### src/rtl/chebyshev_series_eval_macros.svh
// ----------------------------------------------------------------------------
// Chebyshev series evaluator assertion macros
// Shared property forms for the concurrent checks in the RTL.
// ----------------------------------------------------------------------------
`ifndef CHEBYSHEV_SERIES_EVAL_MACROS_SVH
`define CHEBYSHEV_SERIES_EVAL_MACROS_SVH

// same-cycle implication, disabled in reset
`define CSE_ASSERT_IMP(lbl, clk, rst_n, ante, cons) \
    lbl: assert property (@(posedge clk) disable iff (!(rst_n)) (ante) |-> (cons)) \
        else $error("cse assertion failed");

// next-cycle implication, disabled in reset
`define CSE_ASSERT_NXT(lbl, clk, rst_n, ante, cons) \
    lbl: assert property (@(posedge clk) disable iff (!(rst_n)) (ante) |=> (cons)) \
        else $error("cse assertion failed");

`endif

### src/rtl/cse_pkg.sv
// ----------------------------------------------------------------------------
// cse_pkg
// Types, constants and saturation helpers of the Chebyshev series evaluator.
// ----------------------------------------------------------------------------
`default_nettype none
package cse_pkg;

    localparam int DATA_W        = 32;
    localparam int ACC_W         = 48;
    localparam int FRAC_W        = 24;
    localparam int SUM_W         = 60;
    localparam int PROD_W        = 58;
    localparam int CNT_W         = 6;
    localparam int IDX_W         = 5;
    localparam int MAX_TERMS_DEF = 32;

    localparam logic OP_LOAD = 1'b0;
    localparam logic OP_EVAL = 1'b1;

    typedef enum logic [2:0] {
        ST_IDLE,
        ST_SCAN,
        ST_MUL_LO,
        ST_MUL_HI,
        ST_ACC,
        ST_FIN_LO,
        ST_FIN_HI,
        ST_FIN_ACC
    } t_state;

    typedef struct packed {
        logic                     load;
        logic                     shift;
        logic [IDX_W-1:0]         idx;
        logic signed [DATA_W-1:0] data;
    } t_cell_ctl;

    localparam logic signed [SUM_W-1:0] ACC_HI = (60'sd1 <<< (ACC_W - 1)) - 60'sd1;
    localparam logic signed [SUM_W-1:0] ACC_LO = -(60'sd1 <<< (ACC_W - 1));
    localparam logic signed [SUM_W-1:0] OUT_HI = (60'sd1 <<< (DATA_W - 1)) - 60'sd1;
    localparam logic signed [SUM_W-1:0] OUT_LO = -(60'sd1 <<< (DATA_W - 1));

    function automatic logic clip_acc(input logic signed [SUM_W-1:0] v);
        return (v > ACC_HI) || (v < ACC_LO);
    endfunction

    function automatic logic signed [ACC_W-1:0] sat_acc(input logic signed [SUM_W-1:0] v);
        logic signed [SUM_W-1:0] t;
        t = (v > ACC_HI) ? ACC_HI : ((v < ACC_LO) ? ACC_LO : v);
        return t[ACC_W-1:0];
    endfunction

    function automatic logic clip_out(input logic signed [SUM_W-1:0] v);
        return (v > OUT_HI) || (v < OUT_LO);
    endfunction

    function automatic logic signed [DATA_W-1:0] sat_out(input logic signed [SUM_W-1:0] v);
        logic signed [SUM_W-1:0] t;
        t = (v > OUT_HI) ? OUT_HI : ((v < OUT_LO) ? OUT_LO : v);
        return t[DATA_W-1:0];
    endfunction

endpackage
`default_nettype wire

### src/rtl/chebyshev_series_eval.sv
// ----------------------------------------------------------------------------
// chebyshev_series_eval
// Clenshaw evaluation of a Chebyshev series over a rotating coefficient row.
// ----------------------------------------------------------------------------
// Usage:
//   Command channel: an item is taken when start is high and busy is low.
//   op = load writes coeff_value into entry coeff_index in that same edge and
//   leaves busy low, so loads may follow back to back; indexes at or above
//   MAX_TERMS are dropped. op = evaluate captures x_value and raises busy.
//   The configuration channel (o_cfg_ready always high) writes term_count.
//   An evaluation rotates the coefficient row once, one coefficient per cycle
//   while no recurrence step holds the rotation; each recurrence step uses the
//   shared multiplier (low half, high half, accumulate), and the final multiply
//   uses it once more. The result shows with o_strobe for one cycle, in the
//   same cycle that busy falls; the receiver cannot stall it.
//   Reset clears control state and sets term_count to 1; the coefficient
//   entries stay undefined until written.
// ----------------------------------------------------------------------------
`default_nettype none
`include "chebyshev_series_eval_macros.svh"
module chebyshev_series_eval #(
    parameter int MAX_TERMS = cse_pkg::MAX_TERMS_DEF
) (
    input  wire logic                               i_clk,
    input  wire logic                               i_rst_n,
    input  wire logic                               start,
    output logic                                    busy,
    input  wire logic                               i_op,
    input  wire logic [cse_pkg::IDX_W-1:0]          i_coeff_index,
    input  wire logic signed [cse_pkg::DATA_W-1:0]  i_coeff_value,
    input  wire logic signed [cse_pkg::DATA_W-1:0]  i_x_value,
    output logic                                    o_strobe,
    output logic signed [cse_pkg::DATA_W-1:0]       o_series_value,
    output logic                                    o_saturated,
    input  wire logic                               i_cfg_valid,
    output logic                                    o_cfg_ready,
    input  wire logic [cse_pkg::CNT_W-1:0]          i_cfg_data
);

    localparam int CW = $clog2(MAX_TERMS + 1);
    localparam int NW = (CW > cse_pkg::CNT_W) ? CW : cse_pkg::CNT_W;
    localparam int PW = (MAX_TERMS > 1) ? $clog2(MAX_TERMS) : 1;
    localparam int FW = cse_pkg::FRAC_W;

    cse_pkg::t_state r_state, n_state;
    logic [PW-1:0]                           r_pos, n_pos;
    logic [NW-1:0]                           r_n, n_n;
    logic [cse_pkg::CNT_W-1:0]               r_term_count;
    logic signed [cse_pkg::DATA_W-1:0]       r_x, n_x;
    logic signed [cse_pkg::DATA_W-1:0]       r_c, n_c;
    logic signed [cse_pkg::ACC_W-1:0]        r_b0, n_b0, r_b1, n_b1;
    logic signed [cse_pkg::PROD_W-1:0]       r_plo, n_plo;
    logic                                    r_clip, n_clip;
    logic signed [cse_pkg::DATA_W-1:0]       r_res, n_res;
    logic                                    r_sat, n_sat;
    logic                                    r_strobe, n_strobe;

    logic                                    accept, eval_acc, rot, last;
    logic                                    skip, top1, top2;
    logic [NW:0]                             jx, nx;
    logic [NW-1:0]                           tc_ext;
    logic signed [cse_pkg::DATA_W-1:0]       tap;
    logic signed [cse_pkg::DATA_W-1:0]       cell_val [MAX_TERMS];
    cse_pkg::t_cell_ctl                      cell_ctl;
    logic signed [24:0]                      mul_a;
    logic signed [32:0]                      mul_m;
    logic signed [cse_pkg::PROD_W-1:0]       mul_p;
    logic signed [cse_pkg::SUM_W-1:0]        prod, d0, d1;

    assign busy        = (r_state != cse_pkg::ST_IDLE);
    assign accept      = start && !busy;
    assign eval_acc    = accept && (i_op == cse_pkg::OP_EVAL);
    assign o_cfg_ready = 1'b1;
    assign tap         = cell_val[MAX_TERMS-1];
    assign last        = (r_pos == '0);

    // classify the coefficient at the tap against the term count
    assign jx   = (NW+1)'(r_pos);
    assign nx   = (NW+1)'(r_n);
    assign skip = (jx >= nx);
    assign top1 = ((jx + (NW+1)'(1)) == nx);
    assign top2 = ((jx + (NW+1)'(2)) == nx);
    assign rot  = ((r_state == cse_pkg::ST_SCAN) && (skip || top1 || top2))
                  || (r_state == cse_pkg::ST_ACC);

    assign tc_ext = NW'(r_term_count);

    assign cell_ctl.load  = accept && (i_op == cse_pkg::OP_LOAD);
    assign cell_ctl.shift = rot;
    assign cell_ctl.idx   = i_coeff_index;
    assign cell_ctl.data  = i_coeff_value;

    genvar k;
    generate
        for (k = 0; k < MAX_TERMS; k++) begin : g_cell
            if (k == 0) begin : g_head
                cse_cell #(.CELL_ID(k)) u_cell (
                    .i_clk   (i_clk),
                    .i_ctl   (cell_ctl),
                    .i_prev  (cell_val[MAX_TERMS-1]),
                    .o_value (cell_val[k])
                );
            end else begin : g_body
                cse_cell #(.CELL_ID(k)) u_cell (
                    .i_clk   (i_clk),
                    .i_ctl   (cell_ctl),
                    .i_prev  (cell_val[k-1]),
                    .o_value (cell_val[k])
                );
            end
        end
    endgenerate

    // multiplier operands: low half of b1 unsigned, then high half signed
    always_comb begin
        if ((r_state == cse_pkg::ST_MUL_LO) || (r_state == cse_pkg::ST_FIN_LO)) begin
            mul_a = $signed({1'b0, r_b1[FW-1:0]});
        end else begin
            mul_a = $signed({r_b1[cse_pkg::ACC_W-1], r_b1[cse_pkg::ACC_W-1:FW]});
        end
        if ((r_state == cse_pkg::ST_MUL_LO) || (r_state == cse_pkg::ST_MUL_HI)) begin
            mul_m = $signed({r_x, 1'b0});
        end else begin
            mul_m = 33'(r_x);
        end
    end

    cse_mul u_mul (
        .i_clk (i_clk),
        .i_a   (mul_a),
        .i_m   (mul_m),
        .o_p   (mul_p)
    );

    assign prod = cse_pkg::SUM_W'(mul_p) + cse_pkg::SUM_W'(r_plo >>> FW);
    assign d0   = cse_pkg::SUM_W'(r_c) - cse_pkg::SUM_W'(r_b1);
    assign d1   = cse_pkg::SUM_W'(r_b0) + prod;

    // next state
    always_comb begin
        n_state = r_state;
        case (r_state)
            cse_pkg::ST_IDLE:    if (eval_acc) n_state = cse_pkg::ST_SCAN;
            cse_pkg::ST_SCAN: begin
                if (rot) begin
                    n_state = last ? cse_pkg::ST_FIN_LO : cse_pkg::ST_SCAN;
                end else begin
                    n_state = cse_pkg::ST_MUL_LO;
                end
            end
            cse_pkg::ST_MUL_LO:  n_state = cse_pkg::ST_MUL_HI;
            cse_pkg::ST_MUL_HI:  n_state = cse_pkg::ST_ACC;
            cse_pkg::ST_ACC:     n_state = last ? cse_pkg::ST_FIN_LO : cse_pkg::ST_SCAN;
            cse_pkg::ST_FIN_LO:  n_state = cse_pkg::ST_FIN_HI;
            cse_pkg::ST_FIN_HI:  n_state = cse_pkg::ST_FIN_ACC;
            cse_pkg::ST_FIN_ACC: n_state = cse_pkg::ST_IDLE;
            default:             n_state = cse_pkg::ST_IDLE;
        endcase
    end

    // datapath and outputs
    always_comb begin
        n_pos    = r_pos;
        n_n      = r_n;
        n_x      = r_x;
        n_c      = r_c;
        n_b0     = r_b0;
        n_b1     = r_b1;
        n_plo    = r_plo;
        n_clip   = r_clip;
        n_res    = r_res;
        n_sat    = r_sat;
        n_strobe = 1'b0;
        if (rot && !last) begin
            n_pos = r_pos - PW'(1);
        end
        case (r_state)
            cse_pkg::ST_IDLE: begin
                if (eval_acc) begin
                    n_x    = i_x_value;
                    n_n    = (tc_ext > NW'(MAX_TERMS)) ? NW'(MAX_TERMS) : tc_ext;
                    n_pos  = PW'(MAX_TERMS - 1);
                    n_b0   = '0;
                    n_b1   = '0;
                    n_clip = 1'b0;
                end
            end
            cse_pkg::ST_SCAN: begin
                if (skip) begin
                    n_c = r_c;
                end else if (top1) begin
                    // a single term goes straight to b0
                    if (r_n == NW'(1)) begin
                        n_b0 = cse_pkg::ACC_W'(tap);
                    end else begin
                        n_b1 = cse_pkg::ACC_W'(tap);
                    end
                end else if (top2) begin
                    n_b0 = cse_pkg::ACC_W'(tap);
                end else begin
                    n_c = tap;
                end
            end
            cse_pkg::ST_MUL_HI,
            cse_pkg::ST_FIN_HI: begin
                n_plo = mul_p;
            end
            cse_pkg::ST_ACC: begin
                n_b0   = cse_pkg::sat_acc(d0);
                n_b1   = cse_pkg::sat_acc(d1);
                n_clip = r_clip || cse_pkg::clip_acc(d0) || cse_pkg::clip_acc(d1);
            end
            cse_pkg::ST_FIN_ACC: begin
                n_res    = cse_pkg::sat_out(d1);
                n_sat    = r_clip || cse_pkg::clip_out(d1);
                n_strobe = 1'b1;
            end
            default: begin
                n_c = r_c;
            end
        endcase
    end

    always_ff @(posedge i_clk) begin
        if (!i_rst_n) begin
            r_state      <= cse_pkg::ST_IDLE;
            r_strobe     <= 1'b0;
            r_term_count <= cse_pkg::CNT_W'(1);
        end else begin
            r_state  <= n_state;
            r_strobe <= n_strobe;
            if (i_cfg_valid && o_cfg_ready) begin
                r_term_count <= i_cfg_data;
            end
        end
    end

    always_ff @(posedge i_clk) begin
        r_pos  <= n_pos;
        r_n    <= n_n;
        r_x    <= n_x;
        r_c    <= n_c;
        r_b0   <= n_b0;
        r_b1   <= n_b1;
        r_plo  <= n_plo;
        r_clip <= n_clip;
        r_res  <= n_res;
        r_sat  <= n_sat;
    end

    assign o_strobe       = r_strobe;
    assign o_series_value = r_res;
    assign o_saturated    = r_sat;

    `CSE_ASSERT_IMP(a_strobe_idle, i_clk, i_rst_n, o_strobe, !busy)
    `CSE_ASSERT_NXT(a_eval_busy, i_clk, i_rst_n, eval_acc, busy)
    `CSE_ASSERT_NXT(a_fin_strobe, i_clk, i_rst_n, r_state == cse_pkg::ST_FIN_ACC, o_strobe)

endmodule
`default_nettype wire

### src/rtl/cse_cell.sv
// ----------------------------------------------------------------------------
// cse_cell
// One coefficient cell of the rotating table: loads by index, shifts on.
// ----------------------------------------------------------------------------
`default_nettype none
module cse_cell #(
    parameter int CELL_ID = 0
) (
    input  wire logic                              i_clk,
    input  wire cse_pkg::t_cell_ctl                i_ctl,
    input  wire logic signed [cse_pkg::DATA_W-1:0] i_prev,
    output logic signed [cse_pkg::DATA_W-1:0]      o_value
);

    logic signed [cse_pkg::DATA_W-1:0] r_value;

    always_ff @(posedge i_clk) begin
        if (i_ctl.shift) begin
            r_value <= i_prev;
        end else if (i_ctl.load && (32'(i_ctl.idx) == CELL_ID)) begin
            r_value <= i_ctl.data;
        end
    end

    assign o_value = r_value;

endmodule
`default_nettype wire

### src/rtl/cse_mul.sv
// ----------------------------------------------------------------------------
// cse_mul
// Registered 25 x 33 signed multiplier shared by all recurrence steps.
// ----------------------------------------------------------------------------
`default_nettype none
module cse_mul (
    input  wire logic                              i_clk,
    input  wire logic signed [24:0]                i_a,
    input  wire logic signed [32:0]                i_m,
    output logic signed [cse_pkg::PROD_W-1:0]      o_p
);

    logic signed [cse_pkg::PROD_W-1:0] r_p;

    always_ff @(posedge i_clk) begin
        r_p <= i_a * i_m;
    end

    assign o_p = r_p;

endmodule
`default_nettype wire

### config.mk
export PLATFORM = sky130hd
export DESIGN_NAME = chebyshev_series_eval
export DESIGN_NICKNAME = d
export VERILOG_FILES = /design/src/rtl/cse_pkg.sv /design/src/rtl/chebyshev_series_eval.sv /design/src/rtl/cse_cell.sv /design/src/rtl/cse_mul.sv
export VERILOG_INCLUDE_DIRS = /design/src /design/src/rtl
export SDC_FILE = /design/constraint.sdc
export NUM_CORES = 2
export LEC_CHECK = 0
export ABC_AREA = 1
export BUFFER_PORTS_ARGS = -buffer_cell sky130_fd_sc_hd__clkbuf_2
export CAP_MARGIN = 20
export CORE_AREA = 2 2 403 405
export CTS_BUF_LIST = sky130_fd_sc_hd__clkbuf_8 sky130_fd_sc_hd__clkbuf_16
export CTS_CLUSTER_DIAMETER = 150
export DETAILED_ROUTE_END_ITERATION = 10
export DIE_AREA = 0 0 405 407
export PLACE_DENSITY = 0.73
export SLEW_MARGIN = 20
export SYNTH_ARGS = -nofsm -noshare
export SYNTH_HDL_FRONTEND = slang
export SYNTH_SLANG_ARGS = --single-unit
### constraint.sdc
create_clock -name i_clk -period 10 [get_ports i_clk]
set_input_delay 2.5 -clock i_clk [delete_from_list [all_inputs] [get_ports i_clk]]
set_output_delay 2.5 -clock i_clk [all_outputs]
set_load 0.02 [all_outputs]
=== Word-level counts from Yosys, hierarchy flattened ===
Index checks and enable logic that the tools add are counted.

* Register bits after elaboration: 1355
* Output and inout port bits: 36

* Multiply operators: 1
* Equality and inequality tests: 47
* Magnitude comparators: 8
* Add/sub/neg operators: 6
* Reduce and logical (&&, ||, !) cells: 94
* Multiplexer cells: 91
* Bitwise gates (word level): 4

{| class="wikitable"
|+ Operator list
! cell !! count
|-
| 32-bit 2-to-1 mux || 66
|-
| 48-bit 2-to-1 mux || 12
|-
| 48-bit case mux with 3 select lines || 2
|-
| 5-bit == test, second input constant || 16
|-
| 2-bit nonzero test || 33
|-
| 48-bit by 59-bit adder with 60-bit output || 1
|-
| 60-bit by 32-bit greater-than comparator with 1-bit output, second input constant || 1
|-
| 60-bit by 48-bit greater-than comparator with 1-bit output, second input constant || 1
|-
| 60-bit by 32-bit < comparator with 1-bit output, second input constant || 1
|-
| 60-bit by 48-bit < comparator with 1-bit output, second input constant || 1
|-
| 58-bit by 34-bit adder with 59-bit output || 1
|-
| 25-bit by 33-bit multiplier with 58-bit output || 1
|-
| 49-bit by 48-bit greater-than comparator with 1-bit output, second input constant || 1
|-
| 49-bit by 48-bit < comparator with 1-bit output, second input constant || 1
|-
| 32-bit by 48-bit subtractor with 49-bit output || 1
|-
| 5-bit by 4-bit == test with 1-bit output, second input constant || 8
|-
| 1-bit logical AND || 37
|-
| 25-bit 2-to-1 mux || 1
|-
| 3-bit case mux with 8 select lines || 1
|-
| 5-bit by 3-bit == test with 1-bit output, second input constant || 4
|-
| 5-bit 2-to-1 mux || 3
|-
| 3-bit == test, second input constant || 4
|-
| 6-bit == test || 2
|-
| 1-bit logical OR || 11
|-
| 25 further kinds || 41
|}

=== Longest topological paths before layout ===
* Depth after elaboration: 10
* Depth in mapped cells: 40

=== Hierarchy ===
Synthesis repeated with hierarchy kept, for this count alone.

* Cells, all modules: 11637
* Area, all modules: 100565.2 µm²

{| class="wikitable"
|+ By module, submodules not included
! module !! cells an instance !! area each (µm²) !! times used
|-
| cse_mul || 4236 || 32657.6 || 1
|-
| cse_cell at g_cell[10].g_body.u_cell ... || 143 || 1477.7 || 15
|-
| chebyshev_series_eval || 2822 || 20617.3 || 1
|-
| cse_cell at g_cell[13].g_body.u_cell ... || 144 || 1481.4 || 8
|-
| cse_cell at g_cell[15].g_body.u_cell ... || 143 || 1476.4 || 4
|-
| cse_cell at g_cell[0].g_head.u_cell ... || 142 || 1473.9 || 4
|-
| cse_cell at g_cell[28].g_body.u_cell || 142 || 1472.7 || 1
|}

=== Worst setup path before layout ===
No wires, ideal clock.

* Path type: flip-flop to flip-flop
* Start: register r_state[1]
* End: register u_mul.r_p, in the netlist u_mul.o_p[56]
* Data arrival time: 7.442 ns
* Slack: 2.433 ns
* Library setup time: 0.125 ns
* Stages on the path, launching flop included: 32
* Path through: dfxtp_1 inv_1 nand2_1 nor2_1 nor2_1 inv_1 clkbuf_1 o21ai_0 inv_1 clkbuf_1 buf_1 nor2_1 fa_1 fa_1 inv_1 fa_1 fa_1 fa_1 fa_1 fa_1 inv_1 ha_1 nand2_1 nor2_1 inv_1 nor4_1 nand3_1 nand3_1 nand2_1 o211ai_1 a31oi_1 xor2_1

* Cells in the longest elaborated chain, start to end: 4
* Elaborated cells between the ends (all ways): 8
* Classes of those cells: mul (1); eq/ne (3); mux (2); reduce/logical (2)

{| class="wikitable"
|+ RTL lines
! what !! RTL line !! source
|-
| start, declared || chebyshev_series_eval.sv:45 || <nowiki>cse_pkg::t_state r_state, n_state;</nowiki>
|-
| start signal, assigned || chebyshev_series_eval.sv:226 || <nowiki>r_state <= cse_pkg::ST_IDLE;</nowiki>
|-
| start signal, assigned || chebyshev_series_eval.sv:230 || <nowiki>r_state <= n_state;</nowiki>
|-
| 3-bit by 2-bit == test with 1-bit output (tied with other cells) || chebyshev_series_eval.sv:116, chebyshev_series_eval.sv:121 ||
|-
| 1-bit logical OR, on equally long branches || chebyshev_series_eval.sv:116, chebyshev_series_eval.sv:121 ||
|-
| 25-bit 2-to-1 mux or 32-bit 2-to-1 mux (tied branches) || chebyshev_series_eval.sv:116, chebyshev_series_eval.sv:121 ||
|-
| 25-bit by 33-bit multiplier with 58-bit output * || cse_mul.sv:16 || <nowiki>r_p <= i_a * i_m;</nowiki>
|-
| end signal, assigned || cse_mul.sv:16 ||
|-
| end, declared || cse_mul.sv:13 || <nowiki>logic signed [cse_pkg::PROD_W-1:0] r_p;</nowiki>
|}

Every way passes the cells marked *; elsewhere a longest branch is shown, timed or not.
A chain may end at the register's enable or synchronous reset.

=== Worst setup path in the final report ===
Same ends and word-level chain as after synthesis.

==> reports/qor.yml <==
timing:
  setup-violations-final: 0
  report.final.slew_viol_count: 0
  fin_skew_ps: 41.8
  fin_crit_sh_pct: 95.2
  max_freq_mhz: 105
  relSlewSlack_pct: 26.5
  layout_min_cycle_time_ps: 9520
  worst_pin_slew_ps: 1100
  grt_setup_unrepaired: "no"
  hold_violations: 0
  setup_tns_ps: 0
die:
  rows: 147
  initial_core_util_pct: 56.7
  die_h_um: 407
  num_io_pins: 116
  die-area_um2: 165000
  core_um2: 160000
  dieWidth_um: 405
run:
  maxCapViolations: 0
setup_path:
  worst_setup_path_start_kind: "flip-flop"
  cp_num_buf_inv: 7
  cpMaxStageDelayCell: "o21ai_4"
  critPathMaxFanout: 38
  required_ps: 10680
  arrival_ps: 10200
  cp_common_cell: "fa_1"
  path_class: "flip-flop to flip-flop"
  slowest_delay_ps: 780
  critPathLaunch: "r_state[1]"
  r2r-start: "r_state[1]"
  crit_path_end_kind: "flip-flop"
  cp_top_family: "adder cells"
placed_design:
  gp_congestion: 1.02
  numPortBuffers: 114
  dp_hpwl_um: 222000
routing:
  via_per_inst: 5.60
  final_antenna_net_count: 0
  wire_per_inst_um: 23.8
  firstDrtPassIters: 8
  drt_iter0_markers: 7545
  drc: 0
  vias: 68523
  drt_wl_total_um: 291000
clock_tree:
  cts_buffers: 140
  cts_setup_buffers: 0
  cts-root-buf: "clkbuf_16"
  clk_latency_ps: 820
  tritoncts: "done"
  clock_path_buffers: 3
  cts_sinks: 1331
  cts_resized: 0
  h-tree-depth: 4
  hold_buffers: 0
  cts.clk_slew.worst_paths_ps: 60
synthesis:
  synth_edf_count: 1258
  synth_common_cells: "3,923 x nand2_1, 1,432 x inv_1, 1,258 x edfxtp_1"
  yosysWarnings: 0
  ys_seq_area_share_pct: 43.2
  ys_ff_latch: 1331
  synthTopCellsByArea: "edfxtp_1 42%, fa_1 20%, nand2_1 16%, inv_1 5.9%, ha_1 3.8%"
  syn_nets: 11193
  post-synth-top-area-fraction_pct: 41.6
  synth_area_um2: 90900
  yosys.area.top_type: "edfxtp_1"
  netlist_instances: 9938
  yosysMostFrequentCell: "nand2_1"
  synth.distinct_cells: 50
  synth.avg_cell_area_um2: 9.14
  synth_top_flop_cell: "edfxtp_1"
  ys_async_sr_fraction_pct: 0
finish:
  syn2layout_area_growth_pct: 8.72
  n_fill_cell: 13472
  final-seq-area_um2: 39200
  layout-drive-gt1-share_pct: 5.80
  multiInputGateArea_um2: 44900
  final_nets: 11214
global_route:
  grtUsageTotal_pct: 35.9
  grt_max_degree: 268
  grt_pass1_vias: 68727
  grt_pass1_wl_um: 434000
  antenna_found_initial: 9
  overflow: 0
hold_path:
  hp-start: "r_term_count[1]"
  min_path_type: "flip-flop to flip-flop"
status:
  status: "completed"
-- worst reg2reg max path, delay by kind of cell (launching register included) --
family / cells / cell delay, ps
compound gates: 3 / 1090
xor+xnor: 1 / 170
fa+ha+maj: 8 / 4010
buf+inv: 7 / 1630
flops: 1 / 370
simple gates: 10 / 2100
-- layer usage --
metal / up-vias / GRT usage (%) / share of wire (%)
met2: 3249 / 57.5 / 47
met1: 33978 / 48.9 / 40
li1: 30627 / - / -
met5: - / 0 / 0.0031
met3: 667 / 5.92 / 8.3
met4: 2 / 15.3 / 4.7
-- layout make-up --
type,count,area share [%]
diodes,7,0.0177
clock buffers,143,3.59
clock inverters,116,1.10
inverters,1450,5.51
multi-input cells,6755,45.4
flip-flops and latches,1331,39.7
well taps,2160,2.74
repair buffers,281,1.90
-- registers in the layout, indices dropped and copies added, names as in the netlist --
signal                        count
g_cell.g_body.u_cell.o_value    992
u_mul.o_p                        58
r_b0                             48
r_b1                             48
r_plo                            34
g_cell.g_head.u_cell.o_value     32
o_series_value                   32
r_c                              32
r_x                              32
r_n                               6
r_term_count                      6
r_pos                             5
r_state                           3
o_saturated                       1
o_strobe                          1
r_clip                            1
-- metrics by stage --
step / cell area, µm² / setup slack, ps / hold slack (ps) / cells / util (%)
6_report: 98800 / 478 / 475 / 12243 / 61.7
4_1_cts: 98700 / 721 / 478 / 12234 / 61.6
3_3_place_gp: 94100 / 885 / 464 / 11975 / 58.7
5_1_grt: 98800 / 119 / 504 / 12239 / 61.6
2_1_floorplan: 90900 / 2430 / 428 / 9938 / -
3_5_place_dp: 94100 / 759 / 468 / 11975 / 58.7
-- cells by family (layout without fill, tap and decap cells) --
family / after synthesis / in the layout / synth area share (%)
DFF: 1331 / 1331 / 43.2
AOI/OAI and AO/OA: 476 / 476 / 2.81
xor gates and xnor gates: 134 / 134 / 1.29
buffers and inverters: 1852 / 1990 / 8.00
adders and majority gates: 1175 / 1175 / 23.6
and+or+nand+nor: 4969 / 4969 / 21.1
other: 1 / 8 / 0.00413
-- path summary, 6_finish.rpt --
| kind | endpoint | slack (ps) | depth (start not counted) |
|---|---|---|---|
| setup / recovery | u_mul.o_p[56] | 480 | 29 |
| hold / removal | r_term_count[1] | 480 | 2 |
| setup reg to reg | u_mul.o_p[56] | 480 | 29 |
| hold reg to reg | r_term_count[1] | 480 | 2 |
-- cells in the final DEF (no fill, tap or decap), types with 5 or more instances in the layout --
cell type	instances
clkinv_2	14
o21ai_4	35
nor3_2	5
inv_1	1459
clkbuf_2	114
dfxtp_1	73
edfxtp_1	1258
nand2_1	3920
ha_1	273
clkinvlp_4	5
buf_4	162
o211ai_1	5
nor2_1	775
o21ai_0	128
nor3_1	31
nor2_2	6
bufinv_16	10
o21ai_1	33
inv_6	5
diode_2	7
o21bai_1	6
a21o_1	11
xnor2_1	41
o21ai_2	12
o21a_1	15
clkinv_4	6
clkinv_1	40
inv_2	11
fa_1	902
nand3_1	136
nand4_1	46
a31oi_1	19
a21oi_1	194
clkinv_16	8
and2_1	5
nand2_2	23
xor2_1	93
clkbuf_16	140
nor2_4	5
Power is not shown: default switching activity piles up to over one toggle a cycle in this logic, so the estimate is an artifact.
